--- src/kwm_pkg.sv ---
// Package for the k-way sorted merge: sequencer states and result status codes.
package kwm_pkg;

	typedef enum logic [0:0] {
		ST_IDLE,
		ST_SCAN
	} state_t;

	typedef enum logic [1:0] {
		STATUS_ELEM   = 2'd0,
		STATUS_FINISH = 2'd1,
		STATUS_ERROR  = 2'd2
	} status_t;

endpackage

--- src/kwm_ram.sv ---
// Generic single-write, single-read RAM with registered read data.
module kwm_ram #(
	parameter int WIDTH = 32,
	parameter int DEPTH = 16
) (
	input  logic                     clk,
	input  logic                     we,
	input  logic [$clog2(DEPTH)-1:0] waddr,
	input  logic [WIDTH-1:0]         wdata,
	input  logic [$clog2(DEPTH)-1:0] raddr,
	output logic [WIDTH-1:0]         rdata
);

	logic [WIDTH-1:0] mem [DEPTH];
	logic [WIDTH-1:0] rdata_q;

	always_ff @(posedge clk) begin
		if (we) begin
			mem[waddr] <= wdata;
		end
		rdata_q <= mem[raddr];
	end

	assign rdata = rdata_q;

endmodule

--- src/k_way_sorted_merge.sv ---
// K-way sorted merge: lane head store, sequencer and a single shared min comparator.
//
// Lanes report their first element (or exhaustion) in order 0..active_lanes-1; each
// beat after that refills the lane named by the last emitted result. A load report
// other than the last gives no result. Any other beat starts a scan in which the
// one comparator walks the stored heads, one per cycle, through the head RAM's
// registered read port, with busy high until the scan is done. The result appears
// in the same cycle that busy falls, strobed by result_valid for one cycle; there
// is no back-pressure, so the receiver must take every result beat. A beat for the
// wrong lane is dropped and answered the next cycle with an error status naming the
// expected lane. A configuration write restarts the merge from the load phase.
module k_way_sorted_merge #(
	parameter int LANES      = 16,
	parameter int VALUE_BITS = 32
) (
	input  logic                          clk,
	input  logic                          arst_n,
	input  logic                          start,
	output logic                          busy,
	input  logic [$clog2(LANES)-1:0]      lane,
	input  logic signed [VALUE_BITS-1:0]  value,
	input  logic                          exhausted,
	input  logic                          cfg_valid,
	output logic                          cfg_ready,
	input  logic [$clog2(LANES+1)-1:0]    cfg_data,
	output logic                          result_valid,
	output logic signed [VALUE_BITS-1:0]  merged_value,
	output logic [$clog2(LANES)-1:0]      refill_lane,
	output logic [1:0]                    status,
	output logic                          last
);

	localparam int LANE_W = $clog2(LANES);
	localparam int CNT_W  = $clog2(LANES + 1);

	kwm_pkg::state_t state_q, state_d;

	logic [CNT_W-1:0]  active_lanes_q;
	logic [CNT_W-1:0]  lane_cnt;
	logic [LANES-1:0]  head_present_q;
	logic              merging_q;
	logic [LANE_W-1:0] expected_q;

	logic [CNT_W-1:0]  rd_cnt_q;
	logic              cmp_vld_s1;
	logic [LANE_W-1:0] cmp_idx_s1;
	logic              found_q;
	logic [LANE_W-1:0] best_idx_q;
	logic signed [VALUE_BITS-1:0] best_val_q;
	logic signed [VALUE_BITS-1:0] head_rdata;

	logic                          result_valid_q;
	logic signed [VALUE_BITS-1:0]  merged_value_q;
	logic [LANE_W-1:0]             refill_lane_q;
	logic [1:0]                    status_q;
	logic                          last_q;

	logic accept, lane_ok, cfg_wr, more_loads, scan_rd, scan_done, take_head;

	// clamp register: 0 behaves as 1, anything above LANES as LANES
	always_comb begin
		priority if (active_lanes_q == '0) begin
			lane_cnt = CNT_W'(1);
		end else if (active_lanes_q > CNT_W'(LANES)) begin
			lane_cnt = CNT_W'(LANES);
		end else begin
			lane_cnt = active_lanes_q;
		end
	end

	assign cfg_ready  = 1'b1;
	assign cfg_wr     = cfg_valid & cfg_ready;
	assign busy       = (state_q != kwm_pkg::ST_IDLE);
	assign accept     = start & ~busy;
	assign lane_ok    = (lane == expected_q);
	assign more_loads = ~merging_q & ((CNT_W'(expected_q) + CNT_W'(1)) < lane_cnt);
	assign scan_rd    = (state_q == kwm_pkg::ST_SCAN) && (rd_cnt_q < lane_cnt);
	assign scan_done  = (state_q == kwm_pkg::ST_SCAN) && !scan_rd && !cmp_vld_s1;

	// compare stage: present head strictly below the best so far (ties keep lower lane)
	assign take_head = cmp_vld_s1 && head_present_q[cmp_idx_s1] &&
	                   (!found_q || (head_rdata < best_val_q));

	kwm_ram #(
		.WIDTH (VALUE_BITS),
		.DEPTH (LANES)
	) u_heads (
		.clk   (clk),
		.we    (accept && lane_ok && !exhausted),
		.waddr (lane),
		.wdata (value),
		.raddr (rd_cnt_q[LANE_W-1:0]),
		.rdata (head_rdata)
	);

	always_comb begin
		state_d = state_q;
		unique case (state_q)
			kwm_pkg::ST_IDLE: begin
				if (accept && lane_ok && !more_loads) begin
					state_d = kwm_pkg::ST_SCAN;
				end
			end
			kwm_pkg::ST_SCAN: begin
				if (scan_done) begin
					state_d = kwm_pkg::ST_IDLE;
				end
			end
			default: state_d = kwm_pkg::ST_IDLE;
		endcase
		if (cfg_wr) begin
			state_d = kwm_pkg::ST_IDLE;
		end
	end

	always_ff @(posedge clk or negedge arst_n) begin
		if (!arst_n) begin
			state_q <= kwm_pkg::ST_IDLE;
		end else begin
			state_q <= state_d;
		end
	end

	// merge state and scan control
	always_ff @(posedge clk or negedge arst_n) begin
		if (!arst_n) begin
			active_lanes_q <= CNT_W'(LANES);
			head_present_q <= '0;
			merging_q      <= 1'b0;
			expected_q     <= '0;
			rd_cnt_q       <= '0;
			cmp_vld_s1     <= 1'b0;
			found_q        <= 1'b0;
		end else if (cfg_wr) begin
			active_lanes_q <= cfg_data;
			head_present_q <= '0;
			merging_q      <= 1'b0;
			expected_q     <= '0;
			rd_cnt_q       <= '0;
			cmp_vld_s1     <= 1'b0;
			found_q        <= 1'b0;
		end else if (state_q == kwm_pkg::ST_IDLE) begin
			rd_cnt_q   <= '0;
			cmp_vld_s1 <= 1'b0;
			found_q    <= 1'b0;
			if (accept && lane_ok) begin
				head_present_q[lane] <= ~exhausted;
				if (more_loads) begin
					expected_q <= expected_q + LANE_W'(1);
				end
			end
		end else begin
			cmp_vld_s1 <= scan_rd;
			if (scan_rd) begin
				rd_cnt_q <= rd_cnt_q + CNT_W'(1);
			end
			if (take_head) begin
				found_q <= 1'b1;
			end
			if (scan_done) begin
				if (found_q) begin
					head_present_q[best_idx_q] <= 1'b0;
					expected_q                 <= best_idx_q;
					merging_q                  <= 1'b1;
				end else begin
					// all lanes drained: finish and fall back to loading
					head_present_q <= '0;
					expected_q     <= '0;
					merging_q      <= 1'b0;
				end
			end
		end
	end

	always_ff @(posedge clk) begin
		cmp_idx_s1 <= rd_cnt_q[LANE_W-1:0];
		if (take_head) begin
			best_idx_q <= cmp_idx_s1;
			best_val_q <= head_rdata;
		end
	end

	// result beat register
	always_ff @(posedge clk or negedge arst_n) begin
		if (!arst_n) begin
			result_valid_q <= 1'b0;
		end else begin
			result_valid_q <= (accept && !lane_ok) || scan_done;
		end
	end

	always_ff @(posedge clk) begin
		if (accept && !lane_ok) begin
			merged_value_q <= '0;
			refill_lane_q  <= expected_q;
			status_q       <= kwm_pkg::STATUS_ERROR;
			last_q         <= 1'b0;
		end else if (scan_done) begin
			if (found_q) begin
				merged_value_q <= best_val_q;
				refill_lane_q  <= best_idx_q;
				status_q       <= kwm_pkg::STATUS_ELEM;
				last_q         <= 1'b0;
			end else begin
				merged_value_q <= '0;
				refill_lane_q  <= '0;
				status_q       <= kwm_pkg::STATUS_FINISH;
				last_q         <= 1'b1;
			end
		end
	end

	assign result_valid = result_valid_q;
	assign merged_value = merged_value_q;
	assign refill_lane  = refill_lane_q;
	assign status       = status_q;
	assign last         = last_q;

	a_wrong_lane_error: assert property (@(posedge clk) disable iff (!arst_n)
		start && !busy && (lane != expected_q) |=>
			result_valid && (status == kwm_pkg::STATUS_ERROR))
		else $error("wrong-lane beat not answered with an error");

	a_emitted_head_cleared: assert property (@(posedge clk) disable iff (!arst_n)
		result_valid && (status == kwm_pkg::STATUS_ELEM) |->
			!head_present_q[refill_lane])
		else $error("emitted lane still holds a head");

	a_cfg_restarts: assert property (@(posedge clk) disable iff (!arst_n)
		cfg_valid && cfg_ready |=> !busy && !merging_q && (expected_q == '0))
		else $error("configuration write did not restart the merge");

	a_cmp_only_in_scan: assert property (@(posedge clk) disable iff (!arst_n)
		cmp_vld_s1 |-> (state_q == kwm_pkg::ST_SCAN))
		else $error("compare stage active outside a scan");

endmodule
--- config.mk ---
export PLATFORM = sky130hd
export DESIGN_NAME = k_way_sorted_merge
export DESIGN_NICKNAME = d
export VERILOG_FILES = /design/src/kwm_pkg.sv /design/src/kwm_ram.sv /design/src/k_way_sorted_merge.sv
export SDC_FILE = /design/constraint.sdc
export NUM_CORES = 1
export LEC_CHECK = 0
export ABC_CLOCK_PERIOD_IN_PS = 3340
export BUFFER_PORTS_ARGS = -buffer_cell sky130_fd_sc_hd__buf_2
export CORE_MARGIN = 2
export CORE_UTILIZATION = 45
export DETAILED_ROUTE_END_ITERATION = 10
export PLACE_DENSITY_LB_ADDON = 0.15
export SLEW_MARGIN = 30
export SYNTH_ARGS = -nofsm -noshare
export SYNTH_HDL_FRONTEND = slang
export SYNTH_SLANG_ARGS = --single-unit
--- constraint.sdc ---
create_clock -name clk -period 3.34 [get_ports clk]
set_input_delay 0.334 -clock clk [delete_from_list [all_inputs] [get_ports clk]]
set_output_delay 0.334 -clock clk [all_outputs]
set_load 0.1 [all_outputs]
==> flow_summary.ini <==
[run_status]
status = complete, no violations

[final_layout]
num-nets-final = 1515
syn_to_final_growth_pct = 16.1
multiInputGateArea_um2 = 6260
regArea_um2 = 18900
nFillCells = 4503
final_layout_size_suffix_gt1_share_pct = 28.5
postLayoutCellArea_um2 = 29600

[timing]
setup_viol = 0
rsz0062_at_grt = no
slew_violations = 0
period_share_pct = 85.0
fmax_mhz = 352
relSlewSlack_pct = 38.1
hold_viol = 0
clock-skew-final_ps = 22.5
hold_ws_ps = 104
tightestPinTransition_ps = 929
final.setup.tns_ps = 0
min_period_ps = 2840

[placement]
dpl_cell_area_um2 = 27200
place.gp.congestion = 0.841
portBuffers = 86
hpwl_um = 30500

[floorplan]
die_area_um2 = 58600
coreArea_um2 = 56200
die_x_um = 242
rows = 87
boundaryPins = 88
start_util_pct = 45.4
die_h_um = 242

[worst_setup_path]
r2r_start = active_lanes_q[4]$_DFFE_PN1P_
startpoint_type = flip-flop
arrival_ps = 3310
startpoint = active_lanes_q[4]$_DFFE_PN1P_
end_kind = flip-flop
worstSetupPathType = flip-flop to flip-flop
required_ps = 3810
critPathMaxFanout = 18

[global_routing]
grt_max_degree = 133
antenna_found_initial = 4
grtUsageTotal_pct = 20.5
grt_pass1_vias = 13100
grt_pass1_wl_um = 87200
grt.overflow.total = 0

[yosys]
synthesis.nets = 1388
syn_inst = 1301
ys.flop_type = edfxtp_1
yosysSeqAreaShare_pct = 74.0
avgSynthCellArea_um2 = 19.6
yosysTopAreaCellShare_pct = 65.0
netlist_area_um2 = 25500
synthTopCellsByArea = edfxtp_1 65%, mux4_2 15%, dfxtp_1 5.5%
synth_cell_types = 53
async_flop_share_pct = 5.33
yosysTopAreaCell = edfxtp_1
ys_ff_latch = 657
synth_edf_count = 552
synth_warnings = 0

[cts]
cts_tree = yes
clock_latency_ps = 600
cts_root_buffer = clkbuf_16
cts_buffer_depth = 3
post_cts_buffers = 0
cts_sinks = 657
path_clk_slew_ps = 60
cts_buffers = 70
cts-htree-levels = 3

[routing]
num_vias = 12600
highest-signal-layer = met5
routed_via_density = 5.64
met1_length_um = 25800
wire_per_inst_um = 26.4
drc = 0
ant_nets = 0
met3WireLength_um = 3750
drt_iter0_drc = 1103
met2WireLength_um = 28000
dr.pass1.iters = 4
wl_um = 59000

[flow_run]
maxCapViolCount = 0

[power]
p_per_area_nw_per_um2 = 591
ir_drop_mv = 0.452
leakagePower_uw = 0.00975

[worst_hold_path]
hold_class = input pin to flip-flop
min_from = cfg_valid
-- final timing paths --
kind | end | slack, ps | cells after the start
max | merged_value[14]$_SDFFE_PP0P_ | 500 | 10
min | busy$_DFF_PN0_ | 100 | 2
max reg2reg | merged_value[14]$_SDFFE_PP0P_ | 500 | 10
min reg2reg | best_val_q[13]$_DFFE_PP_ | 430 | 0
max in group asynchronous | rd_cnt_q[1]$_DFFE_PN0P_ | 2680 | 2
min in group asynchronous | head_present_q[10]$_DFFE_PN0P_ | 260 | 2
-- cells in the final DEF, fill, tap and decap left out, drive strengths merged, types with 4 or more instances in the layout --
cell type and instances:
nand4 6, o211ai 4, nor3b 4, dfrtp 34
buf 123, nor2b 10, nand2 58, a21oi 48
clkinv 28, inv 43, a31oi 26, bufinv 9
nor3 4, xnor2 5, dlygate4sd3 6, edfxtp 552
a22o 32, xor2 5, nor2 36, ha 41
clkbuf 86, mux4 165, dfxtp 70, o21ai 21
o21a 8, mux2 4, nand3 23
-- cells by family (layout without fill, tap and decap cells) --
| logic type | count (synthesis) | in the layout | share of synthesized area (%) |
|---|---|---|---|
| flip-flops | 657 | 657 | 74.0 |
| multiplexers | 172 | 172 | 14.9 |
| AO/OA/AOI/OAI | 153 | 153 | 4.01 |
| AND/OR/NAND/NOR | 151 | 151 | 2.79 |
| buffers and inverters | 116 | 296 | 1.98 |
| adder cells (fa/ha/maj) | 41 | 41 | 2.01 |
| XOR/XNOR | 10 | 10 | 0.344 |
| other | 1 | 2 | 0.0147 |
-- registers in the layout, indices dropped and copies added, names as in the netlist, 2 cells and up --
| signal | cells |
|---|---|
| u_heads.mem | 512 |
| refill_lane | 4 |
| head_present_q | 16 |
| active_lanes_q | 5 |
| cmp_idx_s1 | 4 |
| best_val_q | 32 |
| expected_q | 4 |
| u_heads.rdata | 32 |
| best_idx_q | 4 |
| status | 2 |
| rd_cnt_q | 5 |
| merged_value | 32 |
-- worst max-delay path: stages (launching register included) --
cell and delay, ps:
dfstp_2 540, inv_1 90, nand2_1 110, ha_1 250, a21o_1 190, a21oi_2 220, o22ai_1 170, or2_1 310
and2_2 400, buf_12 240, a22o_1 180
-- stage by stage --
stage               cells  setup WS [ps]  util (%)  power (µW)
floorplan            1301           16.1         -        9640
global route         2237            308      52.7       18100
finish               2238            502      52.7       17500
detailed placement   2106            530      48.5        9900
CTS                  2237            509      52.7       17700
global placement     2106            620      48.5        9880
-- per-layer routing --
layer / global-route usage, % / vias to the layer above
li1: - / 5524
met1: 28.4 / 6625
met2: 32.5 / 375
met3: 4.67 / 96
met4: 6.70 / 8
met5: 0 / -
-- power breakdown --
part / total, µW / internal, µW / leakage [µW] / switching (µW)
registers: 9040 / 8960 / 0.00597 / 75.3
logic: 693 / 244 / 0.00265 / 448
clock network: 7770 / 4700 / 0.00113 / 3070
total: 17500 / 13900 / 0.00975 / 3600
-- synthesized netlist by cell type, types with 21 or more instances --
library cell  instances
dfrtp_1              34
nand3_1              23
edfxtp_1            552
dfxtp_1              70
mux4_2              165
o21ai_0              21
nand2_1              58
a21oi_1              47
clkbuf_1             40
a31oi_1              26
a22o_1               32
ha_1                 41
inv_1                42
nor2_1               36
-- timing repair --
action / 4_1_cts / 5_1_grt
hold buffers: 6 / 0
gates resized for setup: 0 / 0
endpoints found under the hold margin: 39 / 0
-- layout make-up --
cell class                      instances  share of cell area [%]
Clock inverter                         39                    1.38
Sequential cell                       657                    63.7
Multi-Input combinational cell        528                    21.1
Clock buffer                           86                    6.37
Antenna cell                            1                 0.00846
Tap cell                              756                    3.20
Inverter                               42                   0.533
Timing Repair Buffer                  129                    3.62
(Power assumes the default switching activity.)
